[src/design/rbs_ram.sv]
// Simple dual-port synchronous RAM, registered read with enable.
module rbs_ram #(
  parameter int WIDTH = 8,
  parameter int DEPTH = 4,
  localparam int AW   = (DEPTH > 1) ? $clog2(DEPTH) : 1
) (
  input  logic             clk,
  input  logic             we,
  input  logic [AW-1:0]    waddr,
  input  logic [WIDTH-1:0] wdata,
  input  logic             re,
  input  logic [AW-1:0]    raddr,
  output logic [WIDTH-1:0] rdata
);

  logic [WIDTH-1:0] mem [DEPTH];

  always_ff @(posedge clk) begin
    if (we) begin
      mem[waddr] <= wdata;
    end
  end

  always_ff @(posedge clk) begin
    if (re) begin
      rdata <= mem[raddr];
    end
  end

endmodule

[config.mk]
export PLATFORM = sky130hd
export DESIGN_NAME = rbs_ram
export DESIGN_NICKNAME = d
export VERILOG_FILES = /design/src/design/rbs_ram.sv
export SDC_FILE = /design/constraint.sdc
export NUM_CORES = 1
export LEC_CHECK = 0
export BUFFER_PORTS_ARGS = -buffer_cell sky130_fd_sc_hd__buf_2
export CORE_UTILIZATION = 51
export CTS_BUF_LIST = sky130_fd_sc_hd__clkbuf_8
export DETAILED_ROUTE_END_ITERATION = 6
export PLACE_DENSITY = 0.83
export SYNTH_ARGS = -nofsm -noshare
export SYNTH_HDL_FRONTEND = slang
export SYNTH_SLANG_ARGS = --single-unit
[constraint.sdc]
create_clock -name clk -period 1.65 [get_ports clk]
set_clock_uncertainty 0.2 [all_clocks]
set_input_delay 0.4125 -clock clk [delete_from_list [all_inputs] [get_ports clk]]
set_output_delay 0.4125 -clock clk [all_outputs]
set_load 0.02 [all_outputs]
Word-level counts from Yosys, hierarchy flattened
Memories as Yosys holds them, arrays and structs flattened. A register that Yosys moved wholly into a read port is not among the register bits.
Cells that the tools add are included.
Word-level totals
  bits in registers: 0
  memories kept: 1
  output and inout port bits: 8
  logic and storage cells: 3
  RAM bits: 32
  input port bits: 15
Memory list
  mem: depth 4, width 8, read ports 1, clocked after memory_dff 1, wr ports 1, line 16  | logic [WIDTH-1:0] mem [DEPTH];
Operators by class
  multiplexer cells: 2
Operators by type and width (count)
  1-bit 2-to-1 mux: 2

Depth between registers and ports, before layout
  word-level depth: 2
  mapped depth: 2
  gate-level depth less buffers: 1

Worst setup path before layout
Ideal clock, no wire load.
  path type: in2reg
  start: input waddr[0]
  end: memory mem[0][0] (enable)
  slack: -0.027 ns
  setup time: 0.385 ns
  path buffers: 0
  required time: 1.065 ns
  arrival time: 1.091 ns
  stages on the path: 1
  cell sequence: nor3b_1
RTL lines
  start: declaration: line 9  | input logic [AW-1:0] waddr,
  end: declaration: line 16
No word-level cell before the write port.

Worst setup path in the final report
  start: register rdata[2], read port of mem
  end: output rdata[2]
RTL lines
  start: declaration: line 13  | output logic [WIDTH-1:0] rdata
No word-level cell between the ends.

==> results.toml <==
[run_status]
status = "completed"

[place]
io_buffers = 22
gp_congestion = 0.698

[floorplan]
fp.dieH_um = 54.9
core_area_um2 = 2570
ios = 23
die_width_um = 54.9
fp.dieArea_um2 = 3020
rows = 18
start_util_pct = 55.7

[grt]
gr-total-overflow = 0
first_global_vias = 638
antenna_found_initial = 0
grt_usage_pct = 16.5
grt_pass1_wl_um = 2990
grt_max_degree = 12

[power]
p_per_area_nw_per_um2 = 1120
peakVddDrop_mv = 0.836
power.total_w = 0.00190
p_leak_nw = 0.611

[sta]
totalNegativeSetupSlack_ns = 0
layout_min_cycle_time_ns = 1.43
rsz0062_at_grt = "false"
worst_pin_slew_ns = 0.214
fin_crit_sh_pct = 86.9
setup_viol_count_final = 0
hold_viol = 0
relSlewSlack_pct = 85.7
final_max_slew_viol_count = 0
max_freq_mhz = 697

[critical_path]
cp.arrival_ns = 0.82
critical_path_class = "reg -> out"
cp-end-kind = "output pin"
crit_buf_inv = 1
worst_path_largest_cell_delay_ns = 0.37
worstPathCellList = "buf_2"
r2r_start = "mem[0][5]"
worstPathRequired_ns = 1.04
crit_family = "flip-flops"
slowest_stage = "edfxtp_1"
start_kind = "flip-flop"
critPathMaxFanout = 1
cp-startpoint = "rdata[2]"

[yosys]
ys_seq_elements = 40
synth_cells = 54
synth_top_area_share_pct = 84.1
synth_top_cell_by_area = "edfxtp_1"
syn_nets = 69
syn_area_per_cell_um2 = 26.5
netlist_area_um2 = 1430
synth_cell_types = 7
synthTopCellsByArea = "edfxtp_1 (84%), mux4_2 (13%), and3b_1 (1.2%)"
ys_seq_area_share_pct = 84.1
yosys_warnings = 0

[final_layout]
finalNetCount = 101
layout-drive-gt1-share_pct = 47.1
area_growth_pct = 18.7
n_fill_cell = 171
diodes = 0

[cts]
cts_tree = "built"
postCtsSetupBuffers = 0
clk_pin_slew_ns = 0.07
cts-root-buf = "clkbuf_8"
clockBufferDepth = 2
clock-sinks = 40
numCtsBuffers = 5
ctsHoldBuffers = 0
cts_resized = 0
cts_max_level = 2
clkLatencyLatePin_ns = 0.28

[route]
dr.first_iter.drc_count = 10
remaining_drc_errors = 0
wl_um = 2120
wl_per_cell_um = 18.1
ant_nets = 0
vias = 666
dr.pass1.iters = 4
via_per_inst = 5.69

[worst_hold_path]
hold_class = "in -> reg"
hp-start = "wdata[3]"

[run]
max-cap-violations = 0
area by class of cell:
class	instances	area [µm²]	area share, %
Sequential cell	40	1200	70.8
Tap cell	30	37.5	2.21
Multi-Input combinational cell	12	216	12.8
Clock buffer	5	68.8	4.06
Clock inverter	3	11.3	0.664
Timing Repair Buffer	27	160	9.45
layer usage:
layer,global-route usage (%),vias to the layer above,routed length (µm)
met4,7.50,0,35
met2,24.9,23,1070
met1,19.9,341,898
met3,8.20,6,113
li1,-,296,-
met5,0,-,0
cells by family (layout without fill, tap and decap cells):
family / after synthesis / count (layout) / synth area share (%)
buffers and inverters: 2 / 35 / 1.14
DFF: 40 / 40 / 84.1
muxes: 8 / 8 / 12.6
and+or+nand+nor: 4 / 4 / 2.19
cell usage after synthesis:
library cell / instances
edfxtp_1: 40
buf_6: 1
nor3b_1: 1
and3_1: 1
clkbuf_2: 1
and3b_1: 2
mux4_2: 8
flip-flops by register name, indices dropped and copies added (netlist names):
register / cells
mem: 32
rdata: 8
report_power, final:
part           switching (W)  internal [W]
combinational      0.0000717     0.0000628
sequential         0.0000118       0.00118
clock               0.000294      0.000281
per-stage QoR:
step	std cells	utilization (%)	cell area [µm²]	hold WS, ns	setup slack, ns
6_report	117	66.0	1700	0.142	0.216
2_1_floorplan	54	-	1430	0.311	0.154
4_1_cts	117	66.0	1700	0.134	0.212
3_3_place_gp	109	62.9	1620	0.411	0.0301
3_5_place_dp	109	62.9	1620	0.422	0.0118
5_1_grt	117	66.0	1700	0.131	0.168
path summary, 6_finish.rpt:
| check | slack (ns) | depth (start not counted) | end |
|---|---|---|---|
| worst max register to register | 0.35 | 1 | rdata[5] |
| worst min-delay path | 0.14 | 1 | mem[0][3] |
| worst min register to register | 0.44 | 1 | rdata[0] |
| worst max-delay path | 0.22 | 1 | rdata[2] |
cells in the final DEF, fill, tap and decap left out:
| cell type | count |
|---|---|
| clkinv_1 | 1 |
| and3b_1 | 2 |
| buf_2 | 22 |
| buf_12 | 1 |
| nor3b_2 | 1 |
| inv_1 | 2 |
| edfxtp_1 | 40 |
| buf_4 | 4 |
| clkbuf_8 | 5 |
| and3_1 | 1 |
| mux4_2 | 8 |
(Power assumes the default switching activity.)
